$ cat config.mk
export PLATFORM = sky130hd
export DESIGN_NAME = meg_queue
export DESIGN_NICKNAME = d
export VERILOG_FILES = /design/src/rtl/meg_pkg.sv /design/src/rtl/meg_queue.sv
export SDC_FILE = /design/constraint.sdc
export NUM_CORES = 1
export LEC_CHECK = 0
export BUFFER_PORTS_ARGS = -buffer_cell sky130_fd_sc_hd__buf_2
export CAP_MARGIN = 20
export CELL_PAD_IN_SITES_DETAIL_PLACEMENT = 1
export CELL_PAD_IN_SITES_GLOBAL_PLACEMENT = 2
export CORE_MARGIN = 2
export CORE_UTILIZATION = 40
export DETAILED_ROUTE_END_ITERATION = 12
export GPL_TIMING_DRIVEN = 0
export HOLD_SLACK_MARGIN = 0.02
export PLACE_DENSITY_LB_ADDON = 0.1
export SLEW_MARGIN = 5
export SYNTH_ARGS = -nofsm -noshare
export SYNTH_HDL_FRONTEND = slang
export SYNTH_SLANG_ARGS = --single-unit
$ cat constraint.sdc
create_clock -name i_clk -period 6.28 [get_ports i_clk]
set_input_delay 0.942 -clock i_clk [delete_from_list [all_inputs] [get_ports i_clk]]
set_output_delay 0.942 -clock i_clk [all_outputs]
set_load 0.01 [all_outputs]
$ cat src/rtl/meg_pkg.sv
`timescale 1ns / 1ps

package meg_pkg;

    localparam int IMAGE_HEIGHT_DEF = 64;
    localparam int QUEUE_DEPTH      = 2;

    // left shifts that place the pixel offset in Q8.24 over a Q16.16 divisor
    localparam int IMAG_SHIFT = 40;
    localparam int REAL_SHIFT = 39;

    localparam logic [1:0] CFG_ZOOM_SCALE = 2'd0;
    localparam logic [1:0] CFG_Y_OFFSET   = 2'd1;
    localparam logic [1:0] CFG_X_OFFSET   = 2'd2;
    localparam logic [1:0] CFG_MAX_ITER   = 2'd3;

    localparam logic [31:0] ZOOM_SCALE_RST = 32'h0010_0000;
    localparam logic [11:0] MAX_ITER_RST   = 12'd240;

    // |z|^2 bound, 32.0 in Q16.48
    localparam logic [63:0] ESCAPE_LIMIT = 64'd32 << 48;

    typedef struct packed {
        logic        [31:0] zoom_scale;
        logic signed [31:0] y_offset;
        logic signed [31:0] x_offset;
        logic        [11:0] max_iter;
    } t_cfg;

    typedef struct packed {
        logic signed [31:0] cr;
        logic signed [31:0] ci;
    } t_point;

    typedef enum logic [2:0] {
        FR_IDLE,
        FR_DIV_I,
        FR_FIN_I,
        FR_DIV_R,
        FR_FIN_R,
        FR_PUSH
    } t_front_state;

    typedef enum logic [1:0] {
        BK_IDLE,
        BK_MUL,
        BK_UPD,
        BK_DONE
    } t_back_state;

    function automatic logic signed [31:0] sat32(input logic signed [63:0] v);
        logic signed [31:0] r;
        if (v > 64'sd2147483647) begin
            r = 32'sh7FFF_FFFF;
        end else if (v < -64'sd2147483648) begin
            r = 32'sh8000_0000;
        end else begin
            r = v[31:0];
        end
        return r;
    endfunction

    function automatic logic [2:0] colour_of(input logic [3:0] val);
        logic [2:0] c;
        case (val)
            4'd0, 4'd6, 4'd12: c = 3'd0;
            4'd1, 4'd7, 4'd13: c = 3'd1;
            4'd2, 4'd8, 4'd14: c = 3'd2;
            4'd3, 4'd9, 4'd15: c = 3'd3;
            4'd4, 4'd10:       c = 3'd4;
            default:           c = 3'd5;
        endcase
        return c;
    endfunction

    function automatic logic [6:0] glyph_of(input logic [3:0] val);
        logic [6:0] g;
        case (val)
            4'd0:    g = 7'd32;
            4'd1:    g = 7'd46;
            4'd2:    g = 7'd44;
            4'd3:    g = 7'd42;
            4'd4:    g = 7'd126;
            4'd5:    g = 7'd42;
            4'd6:    g = 7'd94;
            4'd7:    g = 7'd58;
            4'd8:    g = 7'd59;
            4'd9:    g = 7'd124;
            4'd10:   g = 7'd38;
            4'd11:   g = 7'd91;
            4'd12:   g = 7'd36;
            4'd13:   g = 7'd37;
            4'd14:   g = 7'd64;
            default: g = 7'd35;
        endcase
        return g;
    endfunction

endpackage

$ cat src/rtl/meg_queue.sv
`timescale 1ns / 1ps

module meg_queue #(
    parameter int DEPTH = meg_pkg::QUEUE_DEPTH
) (
    input  logic            i_clk,
    input  logic            i_rst_n,
    input  logic            i_push,
    input  meg_pkg::t_point i_data,
    output logic            o_full,
    input  logic            i_pop,
    output meg_pkg::t_point o_data,
    output logic            o_empty
);

    localparam int PW = (DEPTH > 1) ? $clog2(DEPTH) : 1;
    localparam int CW = $clog2(DEPTH + 1);

    meg_pkg::t_point r_mem [DEPTH];
    logic [PW-1:0]   r_wp, r_rp;
    logic [CW-1:0]   r_count;
    logic            wr, rd;

    assign o_full  = (r_count == CW'(DEPTH));
    assign o_empty = (r_count == '0);
    assign wr      = i_push && !o_full;
    assign rd      = i_pop && !o_empty;
    assign o_data  = r_mem[r_rp];

    always_ff @(posedge i_clk) begin
        if (wr) begin
            r_mem[r_wp] <= i_data;
        end
    end

    always_ff @(posedge i_clk) begin
        if (!i_rst_n) begin
            r_wp    <= '0;
            r_rp    <= '0;
            r_count <= '0;
        end else begin
            if (wr) begin
                r_wp <= (r_wp == PW'(DEPTH - 1)) ? '0 : r_wp + 1'b1;
            end
            if (rd) begin
                r_rp <= (r_rp == PW'(DEPTH - 1)) ? '0 : r_rp + 1'b1;
            end
            case ({wr, rd})
                2'b10:   r_count <= r_count + 1'b1;
                2'b01:   r_count <= r_count - 1'b1;
                default: r_count <= r_count;
            endcase
        end
    end

`ifndef SYNTH
    a_count_bound: assert property (@(posedge i_clk) disable iff (!i_rst_n)
        r_count <= CW'(DEPTH))
        else $error("queue: fill count beyond depth");

    a_count_push: assert property (@(posedge i_clk) disable iff (!i_rst_n)
        (i_push && !o_full && !i_pop) |=> (r_count == $past(r_count) + 1'b1))
        else $error("queue: lost a push");
`endif

endmodule

==> After elaboration in Yosys (flattened, before gate mapping) <==
Memory sizes are Yosys's and may differ from the RTL's. A register that Yosys moved wholly into a read port is not among the register bits.
Index checks and enable logic that the tools add are counted.
{ "op_classes": {"add_sub_neg": 4, "n_mux": 7, "n_reduce_logical": 6, "eq_ne": 3} }
{ "op_table": {"columns": ["cell", "n"], "rows": [
  ["$mux 1", 6],
  ["$eq 2x2->1 const B", 2],
  ["$pmux 2 s2", 1],
  ["$add 1x1->1 const B", 2],
  ["$add 2x1->2 const B", 1],
  ["$eq 2x1->1 const B", 1],
  ["$logic_and 1x1->1", 2],
  ["$logic_not 1->1", 2],
  ["$logic_not 2->1", 1],
  ["$reduce_bool 2->1", 1],
  ["$sub 2x1->2 const B", 1]
]} }
{ "totals": {"elab_cells": 24, "mem_count": 1, "output_inout_bits": 66, "reg_bits": 4, "ram_bits": 128, "in_bits": 68} }
{ "mem_list": {"columns": ["memory", "depth", "word_bits", "rd", "rd_ports_with_merged_regs", "wr", "line_no", "source"], "rows": [
  ["r_mem", 2, 64, 1, 1, 1, "meg_queue.sv:19", "meg_pkg::t_point r_mem [DEPTH];"]
]} }

==> Logic depth before layout (Yosys ltp) <==
Gate-level depths: netlist (run 1).
{ "logic_depth": {"word_depth": 5, "mapped_depth": 6, "depth_no_buf": 6} }

==> Worst setup path before layout (run 1) <==
OpenSTA, ideal clock, no wires.
{ "synth_path": {"path_type": "input to register", "start": "input i_push", "end": "memory r_mem[0][0] (netlist bit), enable pin", "setup_ps": 418, "stages": 3, "t_required_ps": 5862, "arrival_ps": 2587, "path_slack_ps": 3275, "path_buffers": 0, "cell_sequence": "inv_1 or3_1 inv_1"} }
{ "synth_via": {"elab_chain_len": 3} }
{ "synth_rtl": {"columns": ["item", "line_no", "source"], "rows": [
  ["start: declaration", "meg_queue.sv:8", "input logic i_push,"],
  ["$logic_and 1x1->1", "meg_queue.sv:26", "assign wr = i_push && !o_full;"],
  ["$mux 1", "meg_queue.sv:31", "if (wr) begin"],
  ["$mux 1 (implied by the code)", "meg_queue.sv:32", "r_mem[r_wp] <= i_data;"],
  ["end: declaration", "meg_queue.sv:19", null]
]} }
No other way between the ends.

==> impl_metrics.toml, run 1 <==
[clocking]
cts_hold_repair.buffers = 0
post_cts_resize_count = 0
cts_post_setup_buffers_inserted = 0
worst_skew_pair.late_latency_ps = 410
cts.clk_slew.worst_paths_ps = 50
cts.sink_count = 133
cts_tree = "built"
htreeDepth = 4
cts_max_path_buffers = 2
ctsRootBufferMaster = "clkbuf_16"
cts-buffers-inserted = 17

[logic_synthesis]
portion_of_netlist_area_occupied_by_mux_cells_pct = 14.90
synth_seq_cells = 133
syn_area_per_cell_um2 = 21.49
synth_seq_area_share_pct = 81.55
synth_nets = 294
synth-compound-area-share_pct = 0.6727
synth_area_um2 = 4836
post_synth_xor_area_fraction_pct = 0.5433
yosys_warnings = 0
postSynthCellCount = 225
post_synth_num_cell_types = 18
synth_adder_area_share_pct = 0.2587
post_synth_and_or_nand_nor_area_fraction_pct = 1.113
dominant_combinational_cell_family_by_area_after_synthesis = "multiplexers"

[pwr]
power.share.switching_pct = 25.52
cell_internal_pwr_mw = 2.084
max-vdd-ir-drop_uv = 220.9
leakage_power_total_nw = 2.400
combPwrFrac_pct = 23.3
power.switching_mw = 0.7141
seq_power_share_pct = 41.2
power.density_nw_per_um2 = 442.1
clockPowerShare_pct = 35.6

[floorplanning]
start_util_pct = 40.60
die_w_um = 114.0
chipHeight_um = 114.0
row_count = 40
placeableCoreArea_um2 = 11910
io_pins = 134
dieArea_um2 = 12990

[sta]
final_hold_viol_count = 0
period_share_pct = 43.65
achievable-frequency_ghz = 0.3648
fin_setup_tns_ps = 0
worst-slew-pin-transition_ps = 471.7
final.min_clock_period_ps = 2741
timing.final.max_slew_violations = 0
setup_violations = 0
timing.slew.headroom_pct = 68.56
finClkSkew_ps = 6.203
rsz0062_at_grt = "false"

[critical_path]
timing.critical_path.cells = "buf_2 > buf_2 > mux2_2 > buf_2"
cp_max_fo = 10
critical_path.startpoint_type = "register"
crit_top_cell = "buf_2"
critPathArrivalTime_ps = 1800
kind_of_capture_point_of_the_worst_setup_path = "primary output"
critical-path-slowest-cell = "mux2_2"
slowest_delay_ps = 370
required_ps = 5340
crit_type = "reg2out"

[worst_hold_path]
min-delay-path-class = "reg2reg"

[placement]
portBuffers = 133
routabilityCongestion = 0.6759
dp.final_hpwl_um = 5940

[drt]
detail_route.wirelength_um = 9111
drt-initial-drc-count = 79
vias_per_cell = 4.707
drtAntennaViolNets = 0
drt_drc_violations_left = 0
via_count = 2537
drt_pass1_iterations = 4
detail_route.wl_per_cell_um = 16.90

[run]
cap_viol_max_count = 0

[layout]
nets = 448
final_layout_size_suffix_gt1_share_pct = 60.20
mostFrequentLayoutCells = "buf_2, edfxtp_1, mux2_2"
n_antenna_cell = 0
postLayoutCoreUtil_pct = 53.13
mostFrequentLayoutCell = "buf_2"
area_growth_pct = 30.87
n_fill_cell = 1138

[global_route]
wire_length_of_the_first_global_routing_pass_um = 13920
overflow = 0
grt_start_max_net_pins = 35
antenna_found_initial = 0
vias_in_the_first_global_route = 2765
gr-usage-all-layers_pct = 14.68

[outcome]
run_status = "finished, final reports clean"
## layer usage
layer | vias to the layer above | routed length (µm) | GRT usage (%) | share of wire [%]
li1 | 1198 | - | - | -
met1 | 1243 | 3609 | 16.54 | 40
met2 | 79 | 4753 | 24.68 | 52
met3 | 17 | 566 | 5.313 | 6.2
met4 | 0 | 181 | 7.317 | 2.0
met5 | - | 0 | 0 | 0
## stage by stage
stage          cell area (µm²)  hold WS (ps)  instances  setup slack [ps]  power, mW
2_1_floorplan             4836         457.0        225              3275      1.576
4_1_cts                   6329         544.1        539              3478      2.843
3_5_place_dp              5733         511.5        507              3772      1.836
5_1_grt                   6329         561.9        539              3433      2.928
3_3_place_gp              5685         468.8        505              2279      1.826
6_report                  6329         534.3        539              3539      2.798
## flip-flops by register name, summed over array words and instances, names as in the netlist, named ones only
| name | cells |
|---|---|
| r_mem | 128 |
| r_count | 2 |
| r_rp | 1 |
| r_wp | 1 |
## power by group through the flow
stage | Clock (mW) | Combinational (mW) | Sequential [mW]
final | 0.995 | 0.651 | 1.15
after global routing | 1.05 | 0.710 | 1.17
after CTS | 1.02 | 0.669 | 1.15
after detailed placement | 0 | 0.664 | 1.17
after global placement | 0 | 0.648 | 1.18
after floorplan | 0 | 0.409 | 1.17
## logic make-up (layout without fill, tap and decap cells)
group | Yosys count | count (layout)
AO/OA/AOI/OAI | 5 | 5
multiplexers | 64 | 64
flip-flops | 133 | 133
AND/OR/NAND/NOR | 9 | 9
buffers and inverters | 10 | 177
adder cells (fa/ha/maj) | 1 | 1
XOR/XNOR | 3 | 3
## worst max-delay path: cells and delay by family, from the launching register on
family / cells / cell delay, ps
mux: 1 / 370
buf+inv: 3 / 710
flops: 1 / 300
## path summary, 6_finish.rpt
kind              startpoint            to  slack (ps)  cells after the start
hold reg to reg   r_count[1]    r_count[1]         530                      2
setup reg to reg  r_count[0]  r_mem[0][34]        4300                      5
setup / recovery    register    o_data[24]        3540                      4
hold / removal    r_count[1]    r_count[1]         530                      2
## Yosys cell counts
cell type / instances / share of area, %
a21boi_1: 2 / 0.31
and2_1: 1 / 0.13
nand2_1: 1 / 0.078
nand2b_2: 1 / 0.18
nor2_1: 1 / 0.078
inv_2: 1 / 0.078
mux2_2: 64 / 15
or3_1: 2 / 0.26
buf_2: 7 / 0.72
xnor2_1: 3 / 0.54
edfxtp_1: 128 / 79
nor2b_1: 2 / 0.26
and3_1: 1 / 0.13
inv_1: 2 / 0.16
dfxtp_1: 5 / 2.1
o21a_1: 1 / 0.16
o21ai_0: 2 / 0.21
ha_1: 1 / 0.26
## layout make-up
class / count / area (µm²) / share of cell area, %
repair buffers: 135 / 705.7 / 11.15
flip-flops and latches: 133 / 3944 / 62.32
clock inverters: 13 / 162.7 / 2.570
multi-input cells: 82 / 850.8 / 13.44
inverters: 3 / 13.76 / 0.2175
plain buffers: 7 / 35.03 / 0.5536
well taps: 147 / 183.9 / 2.906
clock buffers: 19 / 432.9 / 6.841
(Power assumes the default switching activity.)
==> run 2: changes to the inputs <==
--- a/config.mk
+++ b/config.mk
@@ -10,7 +10,7 @@
 export CELL_PAD_IN_SITES_DETAIL_PLACEMENT = 1
 export CELL_PAD_IN_SITES_GLOBAL_PLACEMENT = 2
 export CORE_MARGIN = 2
-export CORE_UTILIZATION = 40
+export CORE_UTILIZATION = 34
 export DETAILED_ROUTE_END_ITERATION = 12
 export GPL_TIMING_DRIVEN = 0
 export HOLD_SLACK_MARGIN = 0.02
==> constraint.sdc (replaced) <==
create_clock -name i_clk -period 2.3 [get_ports i_clk]
set_input_delay 0.345 -clock i_clk [delete_from_list [all_inputs] [get_ports i_clk]]
set_output_delay 0.345 -clock i_clk [all_outputs]
set_load 0.01 [all_outputs]
==> impl_metrics.toml, run 2 (synthesis gave the netlist of run 1 again) <==
[floorplanning]
dieArea_um2 = 15190
row_count = 43
placeableCoreArea_um2 = 13880
chipHeight_um = 123.3
start_util_pct = 34.84
die_w_um = 123.3
io_pins = 134

[drt]
drt-initial-drc-count = 91
detail_route.wirelength_um = 9270
via_count = 2547
vias_per_cell = 4.445
drt_pass1_iterations = 4
drt_drc_violations_left = 0
detail_route.wl_per_cell_um = 16.18
drtAntennaViolNets = 0

[critical_path]
critical_path_depth = 4
kind_of_capture_point_of_the_worst_setup_path = "primary output"
largest_delay_share_family_worst_path = "buffers and inverters"
slowest_delay_ps = 380
crit_type = "reg2out"
worst-r2r-setup-slack_ps = 220
critPathArrivalTime_ps = 1770
cp_max_fo = 10
required_ps = 1960
worst_r2r_endpoint = "r_mem[0][57]"
critical-path-slowest-cell = "mux2_2"
crit-reg2reg-launch = "r_count[0]"
timing.critical_path.cells = "buf_2 > buf_2 > mux2_2 > buf_2"
crit_top_cell = "buf_2"
timing.critical_path.buf_inv = 3
critical_path.startpoint_type = "register"
reg2regPathDepth = 4

[layout]
multi_input_comb_area_um2 = 850.8
largest_regs = "r_mem: 128 flops, r_count: 2 flops"
nets = 449
area_growth_pct = 30.79
n_fill_cell = 1368
postLayoutCoreUtil_pct = 45.57
regMostFlops = "r_mem"
ff_latch_area_um2 = 3944
largest_register_ff_count = 128
mostFrequentLayoutCell = "buf_2"
n_antenna_cell = 0
mostFrequentLayoutCells = "buf_2, edfxtp_1, mux2_2"
final_layout_size_suffix_gt1_share_pct = 60.31

[worst_hold_path]
min-delay-path-class = "in2reg"
timing.hold.worst.start = "i_data[53]"
hold-path-cell-count = 1
whs_endpoint = "r_mem[0][53]"

[sta]
rsz0062_at_grt = "false"
worst-slew-pin-transition_ps = 795.7
timing.slew.headroom_pct = 46.66
final_hold_viol_count = 0
achievable-frequency_ghz = 0.4729
whs_ps = 125.1
period_share_pct = 91.95
finClkSkew_ps = 6.906
setup_violations = 0
final.min_clock_period_ps = 2115
timing.final.max_slew_violations = 0

[global_route]
grt_start_max_net_pins = 34
wire_length_of_the_first_global_routing_pass_um = 13540
vias_in_the_first_global_route = 2659
antenna_found_initial = 0
overflow = 0
gr-usage-all-layers_pct = 12.45

[clocking]
cts_max_path_buffers = 2
cts.clk_slew.worst_paths_ps = 50
worst_skew_pair.late_latency_ps = 400
cts_tree = "built"
cts-buffers-inserted = 17
cts.sink_count = 133
cts_post_setup_buffers_inserted = 0
ctsRootBufferMaster = "clkbuf_16"
cts_hold_repair.buffers = 0
htreeDepth = 4
post_cts_resize_count = 0

[pwr]
max-vdd-ir-drop_uv = 491.2
power.density_nw_per_um2 = 1169
leakage_power_total_nw = 2.377

[run]
cap_viol_max_count = 0

[placement]
dp.final_hpwl_um = 6046
routabilityCongestion = 0.6383
portBuffers = 133

[outcome]
run_status = "finished, final reports clean"
## run 2: stage by stage
| stage | total power, mW | setup slack [ps] | instances | cell area [µm²] | TNS (ps) |
|---|---|---|---|---|---|
| final | 7.395 | 185.2 | 573 | 6325 | 0 |
| after global routing | 7.787 | 2.262 | 573 | 6325 | 0 |
| after CTS | 7.541 | 35.23 | 572 | 6320 | 0 |
| after detailed placement | 5.030 | 54.01 | 540 | 5776 | 0 |
| after global placement | 4.985 | -517.1 | 538 | 5732 | -40130 |
| after floorplan | 4.299 | 220.3 | 225 | 4841 | 0 |
## run 2: worst max path at each step
| stage | startpoint | to |
|---|---|---|
| detailed placement | r_count[0] | r_mem[0][19] |
| floorplan | r_count[0] | r_mem[0][0] |
| global route | r_count[0] | r_mem[0][57] |
| finish | register | o_data[12] |
| global placement | r_count[0] | r_mem[0][19] |
| CTS | r_count[0] | r_mem[0][27] |
## run 2: routing by layer
| layer | vias to the layer above | wire (µm) | GRT usage [%] |
|---|---|---|---|
| li1 | 1200 | - | - |
| met1 | 1255 | 3612 | 13.75 |
| met2 | 81 | 4745 | 19.99 |
| met3 | 11 | 737 | 5.535 |
| met4 | 0 | 174 | 7.031 |
| met5 | - | 0 | 0 |
## run 2: cell type report
| type | count | area share (%) |
|---|---|---|
| plain buffers | 7 | 0.5539 |
| clock buffers | 26 | 7.735 |
| clock inverters | 6 | 0.8704 |
| inverters | 3 | 0.2374 |
| multi-input cells | 82 | 13.45 |
| flip-flops and latches | 133 | 62.35 |
| well taps | 180 | 3.561 |
| repair buffers | 135 | 11.16 |
| repair inverters | 1 | 0.07913 |
## run 2: power breakdown
part,internal [mW],total [mW],switching (mW)
combinational,0.844,1.78,0.935
sequential,3.06,3.15,0.0885
clock,1.56,2.47,0.903
