[config.mk]
export PLATFORM = sky130hd
export DESIGN_NAME = meg_front
export DESIGN_NICKNAME = d
export VERILOG_FILES = /design/src/rtl/meg_pkg.sv /design/src/rtl/meg_front.sv
export SDC_FILE = /design/constraint.sdc
export NUM_CORES = 1
export LEC_CHECK = 0
export BUFFER_PORTS_ARGS = -buffer_cell sky130_fd_sc_hd__buf_2
export CORE_MARGIN = 3
export CORE_UTILIZATION = 52
export DETAILED_ROUTE_END_ITERATION = 12
export PLACE_DENSITY_LB_ADDON = 0.15
export SLEW_MARGIN = 20
export SYNTH_ARGS = -nofsm -noshare
export SYNTH_HDL_FRONTEND = slang
export SYNTH_SLANG_ARGS = --single-unit
[constraint.sdc]
create_clock -name i_clk -period 5.2 [get_ports i_clk]
set_clock_uncertainty 0.15 [all_clocks]
set_input_delay 1.04 -clock i_clk [delete_from_list [all_inputs] [get_ports i_clk]]
set_output_delay 1.04 -clock i_clk [all_outputs]
set_load 0.02 [all_outputs]
[src/rtl/meg_pkg.sv]
`timescale 1ns / 1ps

package meg_pkg;

    localparam int IMAGE_HEIGHT_DEF = 64;
    localparam int QUEUE_DEPTH      = 2;

    // left shifts that place the pixel offset in Q8.24 over a Q16.16 divisor
    localparam int IMAG_SHIFT = 40;
    localparam int REAL_SHIFT = 39;

    localparam logic [1:0] CFG_ZOOM_SCALE = 2'd0;
    localparam logic [1:0] CFG_Y_OFFSET   = 2'd1;
    localparam logic [1:0] CFG_X_OFFSET   = 2'd2;
    localparam logic [1:0] CFG_MAX_ITER   = 2'd3;

    localparam logic [31:0] ZOOM_SCALE_RST = 32'h0010_0000;
    localparam logic [11:0] MAX_ITER_RST   = 12'd240;

    // |z|^2 bound, 32.0 in Q16.48
    localparam logic [63:0] ESCAPE_LIMIT = 64'd32 << 48;

    typedef struct packed {
        logic        [31:0] zoom_scale;
        logic signed [31:0] y_offset;
        logic signed [31:0] x_offset;
        logic        [11:0] max_iter;
    } t_cfg;

    typedef struct packed {
        logic signed [31:0] cr;
        logic signed [31:0] ci;
    } t_point;

    typedef enum logic [2:0] {
        FR_IDLE,
        FR_DIV_I,
        FR_FIN_I,
        FR_DIV_R,
        FR_FIN_R,
        FR_PUSH
    } t_front_state;

    typedef enum logic [1:0] {
        BK_IDLE,
        BK_MUL,
        BK_UPD,
        BK_DONE
    } t_back_state;

    function automatic logic signed [31:0] sat32(input logic signed [63:0] v);
        logic signed [31:0] r;
        if (v > 64'sd2147483647) begin
            r = 32'sh7FFF_FFFF;
        end else if (v < -64'sd2147483648) begin
            r = 32'sh8000_0000;
        end else begin
            r = v[31:0];
        end
        return r;
    endfunction

    function automatic logic [2:0] colour_of(input logic [3:0] val);
        logic [2:0] c;
        case (val)
            4'd0, 4'd6, 4'd12: c = 3'd0;
            4'd1, 4'd7, 4'd13: c = 3'd1;
            4'd2, 4'd8, 4'd14: c = 3'd2;
            4'd3, 4'd9, 4'd15: c = 3'd3;
            4'd4, 4'd10:       c = 3'd4;
            default:           c = 3'd5;
        endcase
        return c;
    endfunction

    function automatic logic [6:0] glyph_of(input logic [3:0] val);
        logic [6:0] g;
        case (val)
            4'd0:    g = 7'd32;
            4'd1:    g = 7'd46;
            4'd2:    g = 7'd44;
            4'd3:    g = 7'd42;
            4'd4:    g = 7'd126;
            4'd5:    g = 7'd42;
            4'd6:    g = 7'd94;
            4'd7:    g = 7'd58;
            4'd8:    g = 7'd59;
            4'd9:    g = 7'd124;
            4'd10:   g = 7'd38;
            4'd11:   g = 7'd91;
            4'd12:   g = 7'd36;
            4'd13:   g = 7'd37;
            4'd14:   g = 7'd64;
            default: g = 7'd35;
        endcase
        return g;
    endfunction

endpackage

[src/rtl/meg_front.sv]
`timescale 1ns / 1ps

module meg_front #(
    parameter int IMAGE_HEIGHT = meg_pkg::IMAGE_HEIGHT_DEF
) (
    input  logic            i_clk,
    input  logic            i_rst_n,
    input  logic            i_valid,
    output logic            o_ready,
    input  logic [5:0]      i_row,
    input  logic [6:0]      i_col,
    input  meg_pkg::t_cfg   i_cfg,
    output logic            o_push,
    input  logic            i_full,
    output meg_pkg::t_point o_point
);

    // signed width of row - H/2 and column - H
    localparam int SW = $clog2(IMAGE_HEIGHT + 128) + 1;
    localparam int NW = SW + meg_pkg::IMAG_SHIFT;
    localparam int BW = $clog2(NW);

    meg_pkg::t_front_state r_state, n_state;

    logic [6:0]         r_col;
    logic [NW-1:0]      r_num;
    logic [31:0]        r_rem;
    logic [31:0]        r_q;
    logic               r_big;
    logic               r_neg;
    logic [BW-1:0]      r_bit;
    logic signed [31:0] r_ci, r_cr;

    logic signed [SW-1:0] d_i, d_r;
    logic [SW-1:0]        mag_i, mag_r;
    logic [31:0]          divisor;
    logic [32:0]          rem_sh;
    logic                 ge;
    logic [31:0]          rem_nx;
    logic signed [32:0]   q_sat;
    logic signed [31:0]   offset;
    logic signed [32:0]   diff;
    logic signed [31:0]   coord;

    assign d_i   = $signed(SW'(i_row)) - $signed(SW'(IMAGE_HEIGHT / 2));
    assign d_r   = $signed(SW'(r_col)) - $signed(SW'(IMAGE_HEIGHT));
    assign mag_i = d_i[SW-1] ? SW'(-d_i) : SW'(d_i);
    assign mag_r = d_r[SW-1] ? SW'(-d_r) : SW'(d_r);

    // a zero zoom is replaced by a divisor of one
    assign divisor = (i_cfg.zoom_scale == 32'd0) ? 32'd1 : i_cfg.zoom_scale;

    // restoring division, one quotient bit per cycle
    assign rem_sh = {r_rem, r_num[NW-1]};
    assign ge     = rem_sh >= {1'b0, divisor};
    assign rem_nx = ge ? 32'(rem_sh - {1'b0, divisor}) : rem_sh[31:0];

    // truncated quotient, saturated, minus offset
    always_comb begin
        if (r_big || r_q[31]) begin
            q_sat = r_neg ? -33'sd2147483648 : 33'sd2147483647;
        end else begin
            q_sat = r_neg ? -$signed({1'b0, r_q}) : $signed({1'b0, r_q});
        end
        offset = (r_state == meg_pkg::FR_FIN_I) ? i_cfg.y_offset : i_cfg.x_offset;
        diff   = q_sat - 33'(offset);
        coord  = meg_pkg::sat32(64'(diff));
    end

    always_comb begin
        n_state = r_state;
        unique case (r_state)
            meg_pkg::FR_IDLE:  if (i_valid) n_state = meg_pkg::FR_DIV_I;
            meg_pkg::FR_DIV_I: if (r_bit == '0) n_state = meg_pkg::FR_FIN_I;
            meg_pkg::FR_FIN_I: n_state = meg_pkg::FR_DIV_R;
            meg_pkg::FR_DIV_R: if (r_bit == '0) n_state = meg_pkg::FR_FIN_R;
            meg_pkg::FR_FIN_R: n_state = meg_pkg::FR_PUSH;
            meg_pkg::FR_PUSH:  if (!i_full) n_state = meg_pkg::FR_IDLE;
            default:           n_state = meg_pkg::FR_IDLE;
        endcase
    end

    always_comb begin
        o_ready = (r_state == meg_pkg::FR_IDLE);
        o_push  = (r_state == meg_pkg::FR_PUSH) && !i_full;
    end

    assign o_point.cr = r_cr;
    assign o_point.ci = r_ci;

    always_ff @(posedge i_clk) begin
        if (!i_rst_n) begin
            r_state <= meg_pkg::FR_IDLE;
        end else begin
            r_state <= n_state;
        end
    end

    always_ff @(posedge i_clk) begin
        case (r_state)
            meg_pkg::FR_IDLE: begin
                if (i_valid) begin
                    r_col <= i_col;
                    r_num <= NW'(mag_i) << meg_pkg::IMAG_SHIFT;
                    r_neg <= d_i[SW-1];
                    r_rem <= '0;
                    r_q   <= '0;
                    r_big <= 1'b0;
                    r_bit <= BW'(NW - 1);
                end
            end
            meg_pkg::FR_DIV_I, meg_pkg::FR_DIV_R: begin
                r_num <= r_num << 1;
                r_rem <= rem_nx;
                r_q   <= {r_q[30:0], ge};
                r_big <= r_big | r_q[31];
                r_bit <= r_bit - 1'b1;
            end
            meg_pkg::FR_FIN_I: begin
                r_ci  <= coord;
                r_num <= NW'(mag_r) << meg_pkg::REAL_SHIFT;
                r_neg <= d_r[SW-1];
                r_rem <= '0;
                r_q   <= '0;
                r_big <= 1'b0;
                r_bit <= BW'(NW - 1);
            end
            meg_pkg::FR_FIN_R: begin
                r_cr <= coord;
            end
            default: begin
            end
        endcase
    end

`ifndef SYNTH
    a_fin_to_real: assert property (@(posedge i_clk) disable iff (!i_rst_n)
        (r_state == meg_pkg::FR_FIN_I) |=> (r_state == meg_pkg::FR_DIV_R))
        else $error("front: imag finish not followed by real division");
`endif

endmodule

* Yosys cells after proc, flatten, opt, wreduce, memory -nomap -nowiden
Cells that the tools add are included.
Storage, ports and cells: bits of input ports 125, output and inout port bits 66, register bits after elaboration 195
Operators by class: reductions and logical operators 13, equal/unequal tests 9, add/sub/neg operators 8, $lt $le $gt $ge 3, bitwise logic cells 1, muxes and demuxes 26
Operators with widths (number):
- 32-bit 2-to-1 mux | 6
- 32-bit one-hot mux with 3 select lines | 2
- 49-bit one-hot mux with 3 select lines | 1
- 33-bit 2-to-1 mux | 3
- 49-bit 2-to-1 mux | 1
- 33-bit by 32-bit greater-or-equal comparator with 1-bit output | 1
- 33-bit by 32-bit greater-than comparator with 1-bit output (second input constant) | 1
- 33-bit by 32-bit less-than comparator with 1-bit output (second input constant) | 1
- 32-bit negator with 33-bit output | 1
- 33-bit by 32-bit subtractor with 33-bit output | 1
- 32-bit zero test | 1
- 32-bit subtractor | 1
- 9-bit 2-to-1 mux | 2
- 3-bit one-hot mux with 6 select lines | 1
- 6-bit one-hot mux with 3 select lines | 1
- 3-bit 2-to-1 mux | 4
- 7-bit negator with 9-bit output | 1
- 8-bit negator with 9-bit output | 1
- 2-bit inequality test (second input constant) | 4
- 7-bit by 7-bit subtractor with 8-bit output (second input constant) | 1
- 6-bit by 6-bit subtractor with 7-bit output (second input constant) | 1
- 3-bit by 2-bit == test with 1-bit output (second input constant) | 2
- 3-bit == test (second input constant) | 2
- 6-bit zero test | 1
- 16 further kinds | 19

* Depth between registers and ports, before layout
depth after elaboration 7, mapped depth 19, gate-level depth less buffers 18

* Worst setup path before layout
OpenSTA, ideal clock, no wires.
path kind register to register, from register r_state[2], to register r_ci[11], data pin, arrival 5.046 ns, data required time 4.786 ns, stages on the path, launching flop included 17, slack -0.260 ns, path buffers 3, period minus slack after synthesis 5.460 ns, path through dfxtp_1 clkbuf_1 inv_1 nand2_1 nor2_1 clkbuf_1 mux2i_1 ha_1 o211ai_1 a21oi_1 o41ai_1 o2111ai_1 a41o_1 a211oi_1 xnor2_1 buf_6 maj3_2
On the way: longest elaborated chain between the ends 6, elaborated cells on any way between the ends 7, those cells by class add/sub (1); order compare (2); eq/ne (1); mux (3)
RTL lines:
- start, declared | RTL line meg_front.sv:23 | meg_pkg::t_front_state r_state, n_state;
- start signal, assigned | RTL line meg_front.sv:93 | r_state <= meg_pkg::FR_IDLE;
- start signal, assigned | RTL line meg_front.sv:95 | r_state <= n_state;
- 3-bit by 2-bit == test with 1-bit output * | RTL line meg_front.sv:65 | offset = (r_state == meg_pkg::FR_FIN_I) ? i_cfg.y_offset : i_cfg.x_offset;
- 32-bit 2-to-1 mux * | RTL line meg_front.sv:65
- 33-bit by 32-bit subtractor with 33-bit output * | RTL line meg_front.sv:66 | diff = q_sat - 33'(offset);
- 33-bit by 32-bit less-than comparator with 1-bit output | RTL line meg_pkg.sv:55 | end else if (v < -64'sd2147483648) begin
- 32-bit 2-to-1 mux | RTL line meg_pkg.sv:55
- 32-bit 2-to-1 mux * | RTL line meg_pkg.sv:53 | if (v > 64'sd2147483647) begin
- via coord[11] | RTL line meg_front.sv:43 | logic signed [31:0] coord;
- end signal, assigned | RTL line meg_front.sv:120 | r_ci <= coord;
- end, declared | RTL line meg_front.sv:32 | logic signed [31:0] r_ci, r_cr;
The timed path passes the listed nets; every way through them passes the cells marked *. A chain may end at the register's enable or synchronous reset.

* Worst setup path after layout
from register r_q[1], to register r_cr[9], data pin
On the way: longest elaborated chain between the ends 7, elaborated cells on any way between the ends 8, those cells by class add/sub (2); order compare (2); mux (4)
RTL lines:
- start, declared | RTL line meg_front.sv:28 | logic [31:0] r_q;
- start signal, assigned | RTL line meg_front.sv:115 | r_q <= {r_q[30:0], ge};
- 32-bit negator with 33-bit output | RTL line meg_front.sv:63 | q_sat = r_neg ? -$signed({1'b0, r_q}) : $signed({1'b0, r_q});
- 33-bit 2-to-1 mux * | RTL line meg_front.sv:63
- 33-bit 2-to-1 mux * | RTL line meg_front.sv:60 | if (r_big || r_q[31]) begin
- 33-bit by 32-bit subtractor with 33-bit output * | RTL line meg_front.sv:66
- 33-bit by 32-bit less-than comparator with 1-bit output | RTL line meg_pkg.sv:55
- 32-bit 2-to-1 mux | RTL line meg_pkg.sv:55
- 32-bit 2-to-1 mux * | RTL line meg_pkg.sv:53
- via coord[9] | RTL line meg_front.sv:43
- end signal, assigned | RTL line meg_front.sv:129 | r_cr <= coord;
- end, declared | RTL line meg_front.sv:32
Marks and branches as above.

==> results summary <==
The flow ran to the end, but the final reports show violations. The checks that failed: negative setup slack. The leakage power summed over all cells came out at 5.88 nW.

The worst setup path is launched from a register. The largest fanout on the critical path is 5. The design draws 4.78 mW. The top-level port count came out at 191. The number of flops mapped to enable cells by yosys came out at 153.

The count of mapped cells out of synthesis is 1144. The standard-cell row count is 52. The final number of setup-violating endpoints is 62. Wires add up to 27200 um. The most heavily used metal layer in global routing is met2.

The maximum clock path buffer count came out at 2. The clock tree root driver cell is sky130_fd_sc_hd__clkbuf_16. The mean cell area of the mapped netlist came out at 9.75 sq um. The area of the die came out at 23200 sq um. The total negative slack is -4.93 ns. After detailed placement, the total cell area comes to 13000 sq um. The worst hold path passes through 2 cells. The via total after detailed routing came out at 9595. Dividing the final minimum period by the clock period gives 1.02. After detailed routing, the number of vias per cell comes to 5.72. The number of antenna violations at the first check in global routing came out at 0.

The starting utilization of the core area came out at 0.541. The nature of the critical path endpoint is a register. The number of clock sinks came out at 156.

The number of maximum-capacitance constraint violations came out at 0. The number of buffers inserted by port buffering came out at 178. The data required time at the worst endpoint is 5.22 ns.

The count of nets after finishing is 1589. The total of warnings raised by yosys came out at 0. The hold violation total from the final report came out at 0. The setup slack of the critical path after layout is -0.0964 ns. The cell area after synthesis came out at 11200 sq um. The average wire per standard cell is 16.2 um. The total power per unit cell area is 347 nW/um^2.

The number of library cell types mapped by synthesis is 68. The number of antenna diodes came out at 0. The met1 routing resource usage after global routing came out at 0.301. The post-route standard cell area excluding fillers came out at 13800 sq um. The share of async-settable or async-resettable flops after synthesis came out at 0. The width of the die is 152 um. The share of the synthesized area in the top cell type came out at 0.412.

The area growth from synthesis to final layout is 23.5%. The wire length of the first global-routing pass is 44900 um. The number of DRC markers in iteration 0 came out at 593. CTS built an H-tree with a depth of 4. The total congestion overflow came out at 0. The HPWL after detailed placement is 20300 um. The worst slew margin relative to its limit came out at 0.282. The length in cells of the worst reg-to-reg path is 18. The met3 demand-to-capacity share in global routing came out at 0.0364. Counting every net in the synthesized netlist gives 1340.

Clock-pin slew was measured on the worst setup and hold paths at 0.07 ns. The ratio of cells with drive above 1 in the final layout is 0.272. The global placement routability congestion came out at 0.907. The DRC violations left came out at 0. The actual slew at the worst max-slew pin came out at 1.08 ns. Setup repair after global routing could not meet its margin everywhere. The library cell used most frequently in the layout, excluding fill and tap cells, is sky130_fd_sc_hd__buf_2.

The maximum number of pins on one net before global-route repair came out at 83. The global-route track usage on met2 is 0.388. The sequential-to-total area share from yosys stat came out at 0.417.

The clock insertion delay at the later pin of the skew report is 0.43 ns. The flop and latch count out of synthesis came out at 156. Ranked by total cell area, the synthesized netlist is headed by sky130_fd_sc_hd__edfxtp_1, sky130_fd_sc_hd__ha_1, sky130_fd_sc_hd__mux2i_1.

The count of nets left with antenna violations after detail routing is 0. The number of max-slew violations in the final report is 0. The top cell types in the final layout, fill and taps aside, are sky130_fd_sc_hd__buf_2, sky130_fd_sc_hd__edfxtp_1, sky130_fd_sc_hd__nor2_1. The die span in y is 152 um. The number of buffers created by CTS is 17. The fmax is 189 MHz. The worst supply voltage drop on vdd came out at 0.244 mV. The number of global-route vias before repair came out at 9243. TritonCTS built the clock tree. Across every metal layer, demand over resource in global routing totals 0.230. The hold-fix buffer count after cts came out at 0. The arrival time at the worst endpoint came out at 5.32 ns. The worst setup path is of the register to register kind. The minimum clock period came out at 5.30 ns. The path class of the tightest hold or removal check is register to register. The cell taking the most area after synthesis is sky130_fd_sc_hd__edfxtp_1.

The first-pass iteration count of the detailed router came out at 5. The total core area is 20600 sq um. For this run, the leading register cell type out of synthesis is sky130_fd_sc_hd__edfxtp_1.
-- kinds of logic after synthesis --
group,count (synthesis),synth area share
xor+xnor,68,0.0534
buf+inv,120,0.0425
mux,50,0.0452
compound gates,290,0.172
flops,156,0.417
fa+ha+maj,102,0.112
simple gates,358,0.158
-- power by group --
| part | internal, mW | switching (mW) |
|---|---|---|
| combinational | 0.922 | 1.01 |
| sequential | 1.58 | 0.0584 |
| clock | 0.682 | 0.532 |
-- through the flow --
stage / setup slack (ns) / utilization / hold slack [ns] / std cells
floorplan: -0.0113 / - / 0.364 / 1144
global placement: -0.236 / 0.630 / 0.372 / 1631
detailed placement: -0.310 / 0.630 / 0.384 / 1631
CTS: -0.176 / 0.666 / 0.405 / 1672
global route: -0.252 / 0.668 / 0.416 / 1676
finish: -0.0964 / 0.668 / 0.399 / 1676
-- sequential cells by signal, summed over array words and instances (netlist names) --
signal	flops
r_ci	32
r_cr	32
r_q	32
r_rem	32
r_num	10
r_col	7
r_bit	6
r_state	3
r_big	1
r_neg	1
-- cell usage after synthesis (all sizes together) (6+ instances only) --
cell,n
xor2,31
o21a,16
o211ai,13
ha,69
xnor2,37
nor2b,6
o22ai,6
nand3,28
or4,7
and3,40
nand2,76
and2,6
a221o,6
or2,6
or3,13
a21oi,67
nor2,101
nand4,14
a21o,22
edfxtp,153
maj3,31
nor3,31
o31ai,12
inv,69
clkbuf,47
o21ai,68
a31oi,9
o41ai,6
nor4,12
mux2i,47
o311ai,8
o21bai,6
a211oi,11
a22oi,6
o31a,8
nand2b,8
-- final timing paths --
kind                                      startpoint                  end  slack (ns)
worst max register to register  r_q[1]$_SDFFCE_PP0P_    r_cr[9]$_DFFE_PP_        -0.1
worst max-delay path            r_q[1]$_SDFFCE_PP0P_    r_cr[9]$_DFFE_PP_        -0.1
worst min-delay path             r_num[39]$_DFFE_PP_  r_num[40]$_DFFE_PP_        0.40
worst min register to register   r_num[39]$_DFFE_PP_  r_num[40]$_DFFE_PP_        0.40
-- critical path: stages, from the launching register on --
cell                        delay [ns]
sky130_fd_sc_hd__edfxtp_1         0.38
sky130_fd_sc_hd__or3_4            0.40
sky130_fd_sc_hd__or3_4            0.33
sky130_fd_sc_hd__or3_4            0.34
sky130_fd_sc_hd__or4_4            0.43
sky130_fd_sc_hd__or4_4            0.48
sky130_fd_sc_hd__o31ai_2          0.25
sky130_fd_sc_hd__xor2_1           0.19
sky130_fd_sc_hd__ha_1             0.29
sky130_fd_sc_hd__a21o_1           0.19
sky130_fd_sc_hd__a31oi_1          0.15
sky130_fd_sc_hd__o21ai_1          0.10
sky130_fd_sc_hd__a41o_1           0.26
sky130_fd_sc_hd__a211oi_2         0.23
sky130_fd_sc_hd__buf_4            0.17
sky130_fd_sc_hd__xnor2_4          0.08
sky130_fd_sc_hd__buf_12           0.16
sky130_fd_sc_hd__clkbuf_16        0.15
sky130_fd_sc_hd__maj3_2           0.30
-- per-layer routing --
| metal | part of all wire | vias up |
|---|---|---|
| li1 | - | 4800 |
| met1 | 0.43 | 4415 |
| met2 | 0.48 | 332 |
| met3 | 0.064 | 48 |
| met4 | 0.025 | 0 |
| met5 | 0 | - |
-- timing repair --
action | in CTS | in global routing
gates resized for setup | 14 | 7
buffers inserted | 6 | 4
endpoints found under the setup margin | 64 | 64
hold endpoints to repair | 0 | 0
pin swaps | 40 | 16
cloned | 3 | 1
-- area by class of cell --
| class | count | area, sq um |
|---|---|---|
| clock buffer | 18 | 439 |
| clock inverter | 14 | 136 |
| fill | 1652 | 6850 |
| inverter | 69 | 259 |
| multi-input combinational | 868 | 6150 |
| sequential | 156 | 4650 |
| tap | 270 | 338 |
| timing repair buffer | 281 | 1800 |
Power figures use the tool's default switching activity.
